`src/sfr_pkg.sv`:
```
// Shared types and constants for the streaming find-and-replace block.
package sfr_pkg;

    localparam int MAX_PATTERN     = 8;
    localparam int MAX_REPLACEMENT = 8;
    localparam int WIN_W           = 8 * MAX_PATTERN;
    localparam int REPL_W          = 8 * MAX_REPLACEMENT;
    localparam int CFG_DATA_W      = 64;
    localparam int CFG_ADDR_W      = 5;
    localparam int QUEUE_DEPTH     = 4;
    localparam int QUEUE_PTR_W     = $clog2(QUEUE_DEPTH);
    localparam int QUEUE_CNT_W     = $clog2(QUEUE_DEPTH + 1);

    localparam logic [1:0] REG_MATCH_PATTERN      = 2'd0;
    localparam logic [1:0] REG_MATCH_LENGTH       = 2'd1;
    localparam logic [1:0] REG_REPLACEMENT_TEXT   = 2'd2;
    localparam logic [1:0] REG_REPLACEMENT_LENGTH = 2'd3;

    typedef struct packed {
        logic [WIN_W-1:0]  match_pattern;
        logic [3:0]        match_length;
        logic [REPL_W-1:0] replacement_text;
        logic [3:0]        replacement_length;
    } cfg_t;

    // One burst of output words: len bytes taken from data, lowest byte first.
    // A burst with len zero and done set is a bare end marker.
    typedef struct packed {
        logic             done;
        logic [3:0]       len;
        logic [WIN_W-1:0] data;
    } job_t;

endpackage

```
`src/sfr_regs.sv`:
```
// Configuration register file with an APB-style access port.
module sfr_regs (
    input  logic                           aclk,
    input  logic                           aresetn,
    input  logic                           psel,
    input  logic                           penable,
    input  logic                           pwrite,
    input  logic [sfr_pkg::CFG_ADDR_W-1:0] paddr,
    input  logic [sfr_pkg::CFG_DATA_W-1:0] pwdata,
    output logic [sfr_pkg::CFG_DATA_W-1:0] prdata,
    output logic                           pready,
    output sfr_pkg::cfg_t                  cfg
);
    import sfr_pkg::*;

    cfg_t       cfg_reg;
    cfg_t       cfg_next;
    logic [1:0] index;
    logic       wr_en;

    assign pready = 1'b1;
    assign index  = paddr[CFG_ADDR_W-1:3];
    assign wr_en  = psel && penable && pwrite;
    assign cfg    = cfg_reg;

    always_comb begin
        cfg_next = cfg_reg;
        if (wr_en) begin
            case (index)
                REG_MATCH_PATTERN:      cfg_next.match_pattern      = pwdata[WIN_W-1:0];
                REG_MATCH_LENGTH:       cfg_next.match_length       = pwdata[3:0];
                REG_REPLACEMENT_TEXT:   cfg_next.replacement_text   = pwdata[REPL_W-1:0];
                REG_REPLACEMENT_LENGTH: cfg_next.replacement_length = pwdata[3:0];
                default:                cfg_next = cfg_reg;
            endcase
        end
    end

    always_ff @(posedge aclk) begin
        if (!aresetn) begin
            cfg_reg.match_pattern      <= '0;
            cfg_reg.match_length       <= 4'd1;
            cfg_reg.replacement_text   <= '0;
            cfg_reg.replacement_length <= 4'd0;
        end else begin
            cfg_reg <= cfg_next;
        end
    end

    always_comb begin
        case (index)
            REG_MATCH_PATTERN:
                prdata = CFG_DATA_W'(cfg_reg.match_pattern);
            REG_MATCH_LENGTH:
                prdata = CFG_DATA_W'(cfg_reg.match_length);
            REG_REPLACEMENT_TEXT:
                prdata = CFG_DATA_W'(cfg_reg.replacement_text);
            REG_REPLACEMENT_LENGTH:
                prdata = CFG_DATA_W'(cfg_reg.replacement_length);
            default:
                prdata = '0;
        endcase
    end

endmodule

```
`src/sfr_front.sv`:
```
// Front end: holds the pending window, matches it and turns each input word that yields output into a burst.
module sfr_front (
    input  logic          aclk,
    input  logic          aresetn,
    input  sfr_pkg::cfg_t cfg,
    input  logic          accept,
    input  logic [7:0]    text_byte,
    input  logic          end_of_text,
    output logic          push,
    output sfr_pkg::job_t job
);
    import sfr_pkg::*;

    logic [WIN_W-1:0] window_reg;
    logic [WIN_W-1:0] window_next;
    logic [3:0]       count_reg;
    logic [3:0]       count_next;
    logic [WIN_W-1:0] new_win;
    logic [3:0]       new_cnt;
    logic [3:0]       plen;
    logic [3:0]       rlen;
    logic [3:0]       pop;
    logic             hit;

    always_comb begin
        if (cfg.match_length == 4'd0) begin
            plen = 4'd1;
        end else if (cfg.match_length > 4'(MAX_PATTERN)) begin
            plen = 4'(MAX_PATTERN);
        end else begin
            plen = cfg.match_length;
        end
        if (cfg.replacement_length > 4'(MAX_REPLACEMENT)) begin
            rlen = 4'(MAX_REPLACEMENT);
        end else begin
            rlen = cfg.replacement_length;
        end
    end

    always_comb begin
        new_win = window_reg;
        for (int i = 0; i < MAX_PATTERN; i++) begin
            if (count_reg == 4'(i)) begin
                new_win[8*i +: 8] = text_byte;
            end
        end
        new_cnt = count_reg + 4'd1;

        hit = (new_cnt == plen);
        for (int i = 0; i < MAX_PATTERN; i++) begin
            if ((4'(i) < plen) && (new_win[8*i +: 8] != cfg.match_pattern[8*i +: 8])) begin
                hit = 1'b0;
            end
        end

        if (new_cnt > plen) begin
            pop = new_cnt - plen + 4'd1;
        end else if ((new_cnt == plen) && !hit) begin
            pop = 4'd1;
        end else begin
            pop = 4'd0;
        end
        if (end_of_text && !hit) begin
            pop = new_cnt;
        end

        job.done = end_of_text;
        if (hit) begin
            job.len  = rlen;
            job.data = WIN_W'(cfg.replacement_text);
        end else begin
            job.len  = pop;
            job.data = new_win;
        end
        push = accept && ((job.len != 4'd0) || end_of_text);

        window_next = new_win >> {pop, 3'b000};
        if (hit || end_of_text) begin
            count_next = 4'd0;
        end else begin
            count_next = new_cnt - pop;
        end
    end

    always_ff @(posedge aclk) begin
        if (!aresetn) begin
            count_reg <= 4'd0;
        end else if (accept) begin
            count_reg <= count_next;
        end
    end

    always_ff @(posedge aclk) begin
        if (accept) begin
            window_reg <= window_next;
        end
    end

endmodule

```
`src/sfr_queue.sv`:
```
// Short burst queue between the front end and the output sequencer.
module sfr_queue (
    input  logic          aclk,
    input  logic          aresetn,
    input  logic          push,
    input  sfr_pkg::job_t push_job,
    input  logic          pop,
    output sfr_pkg::job_t head_job,
    output logic          not_empty,
    output logic          full
);
    import sfr_pkg::*;

    job_t                   entry_reg [QUEUE_DEPTH];
    logic [QUEUE_PTR_W-1:0] wr_ptr_reg;
    logic [QUEUE_PTR_W-1:0] rd_ptr_reg;
    logic [QUEUE_CNT_W-1:0] count_reg;
    logic [QUEUE_CNT_W-1:0] count_next;

    assign head_job  = entry_reg[rd_ptr_reg];
    assign not_empty = (count_reg != '0);
    assign full      = (count_reg == QUEUE_CNT_W'(QUEUE_DEPTH));

    always_comb begin
        count_next = count_reg;
        if (push && !pop) begin
            count_next = count_reg + QUEUE_CNT_W'(1);
        end else if (pop && !push) begin
            count_next = count_reg - QUEUE_CNT_W'(1);
        end
    end

    always_ff @(posedge aclk) begin
        if (!aresetn) begin
            wr_ptr_reg <= '0;
            rd_ptr_reg <= '0;
            count_reg  <= '0;
        end else begin
            count_reg <= count_next;
            if (push) begin
                wr_ptr_reg <= wr_ptr_reg + QUEUE_PTR_W'(1);
            end
            if (pop) begin
                rd_ptr_reg <= rd_ptr_reg + QUEUE_PTR_W'(1);
            end
        end
    end

    always_ff @(posedge aclk) begin
        if (push) begin
            entry_reg[wr_ptr_reg] <= push_job;
        end
    end

endmodule

```
`src/sfr_back.sv`:
```
// Back end: plays each queued burst out as a sequence of output words.
module sfr_back (
    input  logic          aclk,
    input  logic          aresetn,
    input  sfr_pkg::job_t head_job,
    input  logic          not_empty,
    output logic          pop,
    output logic          m_tvalid,
    input  logic          m_tready,
    output logic [7:0]    m_tdata,
    output logic          m_tlast,
    output logic [1:0]    m_tuser
);
    import sfr_pkg::*;

    logic             valid_reg;
    logic [WIN_W-1:0] data_reg;
    logic [3:0]       left_reg;
    logic             present_reg;
    logic             done_reg;
    logic             out_accept;
    logic             is_last;

    assign out_accept = valid_reg && m_tready;
    assign is_last    = (left_reg == 4'd1);
    assign pop        = not_empty && (!valid_reg || (out_accept && is_last));

    assign m_tvalid = valid_reg;
    assign m_tdata  = present_reg ? data_reg[7:0] : 8'd0;
    assign m_tlast  = is_last;
    assign m_tuser  = {done_reg && is_last, present_reg};

    always_ff @(posedge aclk) begin
        if (!aresetn) begin
            valid_reg <= 1'b0;
        end else if (pop) begin
            valid_reg <= 1'b1;
        end else if (out_accept && is_last) begin
            valid_reg <= 1'b0;
        end
    end

    always_ff @(posedge aclk) begin
        if (pop) begin
            data_reg    <= head_job.data;
            present_reg <= (head_job.len != 4'd0);
            left_reg    <= (head_job.len == 4'd0) ? 4'd1 : head_job.len;
            done_reg    <= head_job.done;
        end else if (out_accept) begin
            data_reg <= data_reg >> 8;
            left_reg <= left_reg - 4'd1;
        end
    end

endmodule

```
`src/stream_find_and_replace_core.sv`:
```
// Top level of the streaming find-and-replace block.
// Text arrives one byte per word on the slave stream, with tlast on the final byte of a
// text, and leaves on the master stream with every leftmost non-overlapping occurrence of
// the configured pattern replaced. One input word is taken per cycle as long as the burst
// queue has room; the output sends one word per cycle while m_tready is high, and the
// four-entry queue absorbs the bursts of steps that yield several words before
// backpressure reaches the input. Master tlast marks the last word caused by one input
// word; tuser bit 1 marks the final word of a text, and a word with tuser bit 0 low is a
// bare end marker that carries no byte. Configuration is written through the APB port at
// byte addresses 0, 8, 16 and 24 and must only change while the block is idle.
module stream_find_and_replace_core (
    input  logic                           aclk,
    input  logic                           aresetn,
    input  logic                           psel,
    input  logic                           penable,
    input  logic                           pwrite,
    input  logic [sfr_pkg::CFG_ADDR_W-1:0] paddr,
    input  logic [sfr_pkg::CFG_DATA_W-1:0] pwdata,
    output logic [sfr_pkg::CFG_DATA_W-1:0] prdata,
    output logic                           pready,
    input  logic                           s_tvalid,
    output logic                           s_tready,
    input  logic [7:0]                     s_tdata,   // text_byte
    input  logic                           s_tlast,   // end_of_text
    output logic                           m_tvalid,
    input  logic                           m_tready,
    output logic [7:0]                     m_tdata,   // out_byte
    output logic                           m_tlast,   // run_last
    output logic [1:0]                     m_tuser    // text_done (bit 1), byte_present (bit 0)
);
    import sfr_pkg::*;

    cfg_t cfg;
    job_t push_job;
    job_t head_job;
    logic push;
    logic pop;
    logic not_empty;
    logic full;
    logic in_accept;

    assign s_tready  = !full;
    assign in_accept = s_tvalid && s_tready;

    sfr_regs u_regs (
        .aclk    (aclk),
        .aresetn (aresetn),
        .psel    (psel),
        .penable (penable),
        .pwrite  (pwrite),
        .paddr   (paddr),
        .pwdata  (pwdata),
        .prdata  (prdata),
        .pready  (pready),
        .cfg     (cfg)
    );

    sfr_front u_front (
        .aclk        (aclk),
        .aresetn     (aresetn),
        .cfg         (cfg),
        .accept      (in_accept),
        .text_byte   (s_tdata),
        .end_of_text (s_tlast),
        .push        (push),
        .job         (push_job)
    );

    sfr_queue u_queue (
        .aclk      (aclk),
        .aresetn   (aresetn),
        .push      (push),
        .push_job  (push_job),
        .pop       (pop),
        .head_job  (head_job),
        .not_empty (not_empty),
        .full      (full)
    );

    sfr_back u_back (
        .aclk      (aclk),
        .aresetn   (aresetn),
        .head_job  (head_job),
        .not_empty (not_empty),
        .pop       (pop),
        .m_tvalid  (m_tvalid),
        .m_tready  (m_tready),
        .m_tdata   (m_tdata),
        .m_tlast   (m_tlast),
        .m_tuser   (m_tuser)
    );

endmodule
```
`config.mk`:
```
export PLATFORM = sky130hd
export DESIGN_NAME = stream_find_and_replace_core
export DESIGN_NICKNAME = d
export VERILOG_FILES = /design/src/sfr_pkg.sv /design/src/sfr_regs.sv /design/src/sfr_front.sv /design/src/sfr_queue.sv /design/src/sfr_back.sv /design/src/stream_find_and_replace_core.sv
export SDC_FILE = /design/constraint.sdc
export NUM_CORES = 1
export LEC_CHECK = 0
export CELL_PAD_IN_SITES_DETAIL_PLACEMENT = 0
export CELL_PAD_IN_SITES_GLOBAL_PLACEMENT = 2
export CORE_ASPECT_RATIO = 0.6
export CORE_UTILIZATION = 46
export CTS_BUF_LIST = sky130_fd_sc_hd__clkbuf_8
export CTS_CLUSTER_SIZE = 24
export DETAILED_ROUTE_END_ITERATION = 10
export DONT_BUFFER_PORTS = 1
export MAX_ROUTING_LAYER = met4
export PLACE_DENSITY = 0.89
export RECOVER_POWER = 50
export SETUP_SLACK_MARGIN = 0.4
export SYNTH_ARGS = -nofsm -noshare
export SYNTH_HDL_FRONTEND = slang
export SYNTH_HIERARCHICAL = 1
export SYNTH_SLANG_ARGS = --single-unit
```
`constraint.sdc`:
```
create_clock -name aclk -period 7.6 [get_ports aclk]
set_input_delay 0.38 -clock aclk [delete_from_list [all_inputs] [get_ports aclk]]
set_output_delay 0.38 -clock aclk [all_outputs]
set_load 0.01 [all_outputs]
```
==> results of run 1 <==
-- per-layer routing --
| layer | track usage [%] | vias to the layer above |
|---|---|---|
| met3 | 7.75 | 107 |
| li1 | - | 8151 |
| met2 | 40.3 | 929 |
| met1 | 44.3 | 9474 |
| met4 | 6.65 | 0 |
| met5 | - | - |
-- metrics by stage --
step,cell area (µm²),power [mW],hold slack (ns),util [%]
after CTS,30200,8.89,0.00912,52.3
after global routing,30100,9.23,0.0435,52.1
after detailed placement,27900,6.47,0.466,48.2
final,30100,8.87,0.0599,52.1
after global placement,27900,6.42,0.455,48.2
after floorplan,27100,5.78,0.443,-
-- final timing paths --
path,startpoint,to,slack (ns)
worst max-delay path,u_front/count_reg[2],u_queue/count_reg[2],0.62
worst min register to register,u_regs/cfg[42],u_regs/cfg[42],0.48
worst min-delay path,paddr[4],u_regs/cfg[2],0.06
worst max register to register,u_front/count_reg[2],u_queue/count_reg[2],0.62
-- power breakdown --
group	switching (mW)	internal (mW)
Combinational	1.23	0.950
Clock	1.24	1.12
Sequential	0.283	4.06
-- cell usage after synthesis (4+ instances only) --
cell type and instances:
a21oi_1 116, a2bb2oi_1 9, a31oi_1 6, a32oi_1 4, and2_1 37, buf_2 32, buf_4 29, buf_6 12
buf_8 6, clkbuf_1 60, dfxtp_1 150, edfxtp_1 410, ha_1 21, inv_1 52, mux2_2 56, mux2_4 9
mux2i_1 274, mux2i_2 4, mux4_2 73, nand2_1 298, nand2b_1 11, nand3_1 20, nand3b_1 4, nor2_1 194
nor2b_1 5, nor3_1 15, nor3b_1 5, nor4_1 7, o2111ai_1 17, o211ai_1 6, o21a_1 4, o21ai_0 24
o21ai_1 4, o221ai_1 16, o22ai_1 27, or3_1 15, xnor2_1 37, xor2_1 32
-- cell type report --
class                   count  area, µm²
flip-flops and latches    560      15300
clock inverters            65        327
fillers                  5053      27700
well taps                 770        963
multi-input cells        1418      10800
inverters                  54        203
clock buffers              88       1210
repair buffers            144       1360
-- critical path, stage by stage (launching register included) --
cell and delay (ns):
dfxtp_1 0.78, nand3b_1 0.80, a21boi_0 0.99, a2bb2oi_1 0.20, o2111ai_1 0.47, nand4bb_1 0.46
o211ai_1 0.22, a21oi_1 0.11, or4b_2 0.66, a21oi_1 0.36, nor3_1 0.09, a31oi_1 0.25
buf_4 0.21, ha_1 0.18, inv_1 0.06, fa_1 0.37, xor2_1 0.17, or3_1 0.30
a21boi_0 0.16
-- timing repair --
action / in CTS / in global routing
hold buffers: 80 / 0
setup endpoints to repair: 0 / 0
endpoints found under the hold margin: 168 / 0
-- kinds of logic (layout without fill, tap and decap cells) --
group	after synthesis	in the layout	synth area share (%)
and+or+nand+nor	638	638	10.4
DFF	560	560	56.5
other	1	1	0.0138
buffers and inverters	197	351	3.98
adders and majority gates	24	24	1.19
AOI/OAI and AO/OA	268	268	6.34
muxes	418	418	19.4
xor gates and xnor gates	69	69	2.23
==> out/metrics.csv, run 1 <==
metric,value,unit
number of placement rows,68,
RSZ-0062 raised after global routing,false,
number of global-route vias before repair,18100,
NumNets Final,2371,
PD cells,294,nW/µm²
final critical-path share of the clock period,91.9,%
net count after synthesis,2284,
Max Used Layer,met4,
first-pass GRT wire length,125000,µm
floorplan die height,190,µm
post-CTS sizing,0,
Max clock buf depth,3,
number of buffers inserted during clock tree synthesis,84,
max-cap violation count,6,
largest net degree at the start of global routing,190,
"most common cell after layout, fill and taps aside",edfxtp_1,
slew at the pin with the worst max-slew slack,4.70,ns
# clock sinks,560,
average wire per cell in the routed design,28.0,µm
effective utilization at floorplan,46.9,%
length of the first detailed-routing pass in iterations,11,
most frequent cells in the layout,"edfxtp_1, nand2_1, mux2i_1, nor2_1, dfxtp_1",
die extent in x,316,µm
number of different library cells in the post-synthesis netlist,85,
worst reg-to-reg path cell count,18,
count of mapped cells out of synthesis,2175,
"Reg clk slew, reported paths",0.06,ns
detailed-route vias per instance,6.02,
wire length after detailed routing,86800,µm
global route overflow,0,
area inside the core boundary,57900,µm²
maximum frequency from static timing analysis,0.143,GHz
number of placed I/O pins,163,
final std cells w/o fill,3099,
worst-case headroom to the max-slew limit,-213,%
average instance area after synthesis,12.5,µm²
proportion of layout cells with a drive suffix above 1,13.9,%
via count,18700,
count of yosys warnings during synthesis,6,
failing checks,"DRC, capacitance limit, slew limit",
TritonCTS clock tree,yes,
area share of the largest cell type after synthesis,45.4,%
final HPWL from detailed placement,57900,µm
die footprint,60000,µm²
number of I/O port buffers,0,
top post-synthesis cells by area,"edfxtp_1, dfxtp_1, mux2i_1, mux4_2, nand2_1",
largest driver fanout on the critical path,14,
final max-slew violation count,468,
static power due to leakage,10.9,nW
post-synth top area cell,edfxtp_1,
number of enable-type register cells in the synthesized netlist,410,
Metal-1 WL,40500,µm
final hold vios,0,
count of state elements after synthesis,560,
CP Launch Type,flip-flop,
number of antenna diodes,0,
hold path depth,2,
total global routing track utilization,29.8,%
number of flip-flops under the largest register name,276,
insertion delay to the later sink of the worst-skew pair,0.72,ns
critical path start-end classification,flip-flop to flip-flop,
sequential-to-total area share from yosys stat,56.5,%
clock root buffer master,clkbuf_8,
min cycle time layout,6.98,ns
"Data arrival, critical path",7.58,ns
Post CTS Setup Buffer Count,0,
antenna violation net count after detailed routing,0,
maximum clock skew at final layout,0.0538,ns
leading register cell type out of synthesis,edfxtp_1,
share of flip-flops with an asynchronous set or reset after synthesis,0,%
Placed Instances,2866,
setup slack of the critical path after layout,0.618,ns
maximum resistive drop on vdd,0.196,mV
Iteration-0 DRC Markers,2125,
Worst Path Required,8.20,ns
number of H-tree branching levels,3,
number of remaining DRC errors,11,
met3 wire len,8900,µm
outcome,"complete, but fails checks",
setup tns final,0,ns
Syn-to-layout area delta,11.1,%
type of the tightest min-delay check,input pin to flip-flop,
DP Worst Slack,1.06,ns
Worst Setup End Kind,flip-flop,
met2 routed WL,36000,µm
Final GP Congestion,0.979,
count of endpoints failing setup in the final report,0,
total standard cell area after synthesis,27100,µm²
number of antenna violations at the first check in global routing,2,
Note: power is estimated with default switching activity, not from simulation.
==> run 2: changes to the inputs <==
Settings changed: REMOVE_ABC_BUFFERS set to 1.
==> out/metrics.csv, run 2 (synthesis results as in run 1) <==
metric,value,unit
"Data arrival, critical path",7.46,ns
final max-slew violation count,531,
"Core Util, Final",51.9,%
outcome,"complete, but fails checks",
number of antenna violations at the first check in global routing,5,
Iteration-0 DRC Markers,2178,
effective utilization at floorplan,46.9,%
floorplan die height,190,µm
die extent in x,316,µm
Max clock buf depth,3,
PD cells,294,nW/µm²
largest net degree at the start of global routing,192,
final HPWL from detailed placement,53000,µm
number of flip-flops under the largest register name,276,
antenna violation net count after detailed routing,0,
via count,18300,
number of placed I/O pins,163,
static power due to leakage,10.9,nW
met2 usage,38.3,%
insertion delay to the later sink of the worst-skew pair,0.68,ns
setup slack of the critical path after layout,0.726,ns
failing checks,"DRC, capacitance limit, slew limit",
die footprint,60000,µm²
CTS hold repair buffers,75,
wire length after detailed routing,80300,µm
Syn-to-layout area delta,10.6,%
number of buffers inserted during clock tree synthesis,84,
DP Worst Slack,1.36,ns
worst-case register-to-register setup slack,0.73,ns
GRT Max-Usage Layer,met1,
worst-case headroom to the max-slew limit,-199,%
HP Start,s_tdata[2],
total global routing track utilization,27.5,%
maximum resistive drop on vdd,0.186,mV
NumNets Final,2348,
CP Launch Type,flip-flop,
crit path max-delay cell type,o31ai_1,
maximum frequency from static timing analysis,0.145,GHz
number of I/O port buffers,0,
slew at the pin with the worst max-slew slack,4.48,ns
proportion of layout cells with a drive suffix above 1,13.0,%
crit path cell chain,nand3b_1 -> mux2i_1 -> xor2_1 -> nand3_1 -> o31ai_1 -> a41o_1 -> a31oi_1 -> clkbuf_1 -> mux2i_1 -> a21o_1 -> nor2_1 -> a31oi_1 -> buf_4 -> ha_1 -> inv_1 -> fa_1 -> xor2_1 -> or3_1 -> a21boi_0,
Worst Setup End Kind,flip-flop,
Post CTS Setup Buffer Count,0,
largest stage delay on the critical path,0.91,ns
Placed Instances,2848,
# clock sinks,560,
largest driver fanout on the critical path,17,
area inside the core boundary,57900,µm²
post-CTS sizing,0,
final std cells w/o fill,3084,
number of H-tree branching levels,3,
Final GP Congestion,0.954,
length of the first detailed-routing pass in iterations,9,
clock root buffer master,clkbuf_8,
critical path start-end classification,flip-flop to flip-flop,
min cycle time layout,6.87,ns
TritonCTS clock tree,yes,
startpoint of the most critical register-to-register path,u_front/count_reg[2],
Hold WS,0.0520,ns
r2r endpoint,u_queue/count_reg[2],
count of endpoints failing setup in the final report,0,
global routing met3 resource utilization,8.16,%
number of remaining DRC errors,16,
first-pass GRT wire length,117000,µm
maximum clock skew at final layout,0.0302,ns
final critical-path share of the clock period,90.4,%
final hold vios,0,
number of global-route vias before repair,17800,
setup tns final,0,ns
met1 Resource Use GR,39.6,%
type of the tightest min-delay check,input pin to flip-flop,
detailed-route vias per instance,5.92,
most frequent cells in the layout,"edfxtp_1, nand2_1, mux2i_1, nor2_1, dfxtp_1",
Worst Path Required,8.18,ns
hold-critical path endpoint,u_front/window_reg[2],
max-cap violation count,8,
average wire per cell in the routed design,26.0,µm
worst reg-to-reg path cell count,19,
number of placement rows,68,
hold path depth,2,
"most common cell after layout, fill and taps aside",edfxtp_1,
"Reg clk slew, reported paths",0.07,ns
RSZ-0062 raised after global routing,false,
global route overflow,0,
[run 2: how the worst max path moves through the flow]
stage                               from                 endpoint  cells past startpoint
finish              u_front/count_reg[2]     u_queue/count_reg[2]                     19
global route        u_front/count_reg[2]     u_queue/count_reg[2]                     19
CTS                 u_front/count_reg[0]     u_queue/count_reg[2]                     20
detailed placement  u_front/count_reg[0]     u_queue/count_reg[2]                     20
global placement    u_front/count_reg[0]     u_queue/count_reg[2]                     20
floorplan           u_front/count_reg[0]  u_queue/entry_reg[0][0]                     14
[run 2: critical path: cells and delay by family (launching register included)]
family | cells | cell delay (ns)
adders and majority gates | 2 | 0.56
muxes | 2 | 1.21
AOI/OAI and AO/OA | 6 | 2.01
buffers and inverters | 3 | 0.62
DFF | 1 | 0.73
xor gates and xnor gates | 2 | 0.37
and+or+nand+nor | 4 | 1.24
[run 2: power by group]
group | leakage [nW] | internal (mW) | switching [mW]
logic | 4.86 | 0.897 | 1.20
registers | 5.06 | 4.05 | 0.229
clock network | 1.01 | 1.21 | 1.22
total | 10.9 | 6.15 | 2.65
[run 2: layout make-up]
class / instances / area (µm²)
flip-flops and latches: 560 / 15300
clock buffers: 96 / 1320
multi-input cells: 1418 / 10700
inverters: 54 / 203
fillers: 5027 / 27900
clock inverters: 62 / 327
well taps: 770 / 963
diodes: 3 / 7.51
repair buffers: 121 / 1150
[run 2: through the flow]
| step | power, mW | instance area, µm² |
|---|---|---|
| finish | 8.81 | 30000 |
| global route | 9.17 | 30000 |
| CTS | 8.87 | 30100 |
| detailed placement | 6.39 | 27700 |
| global placement | 6.32 | 27700 |
| floorplan | 5.72 | 26300 |
[run 2: layer usage]
metal / share of wire (%) / vias to the layer above
met1: 46 / 9110
met4: 1.7 / 0
met5: 0 / -
li1: - / 8116
met2: 42 / 921
met3: 10 / 109
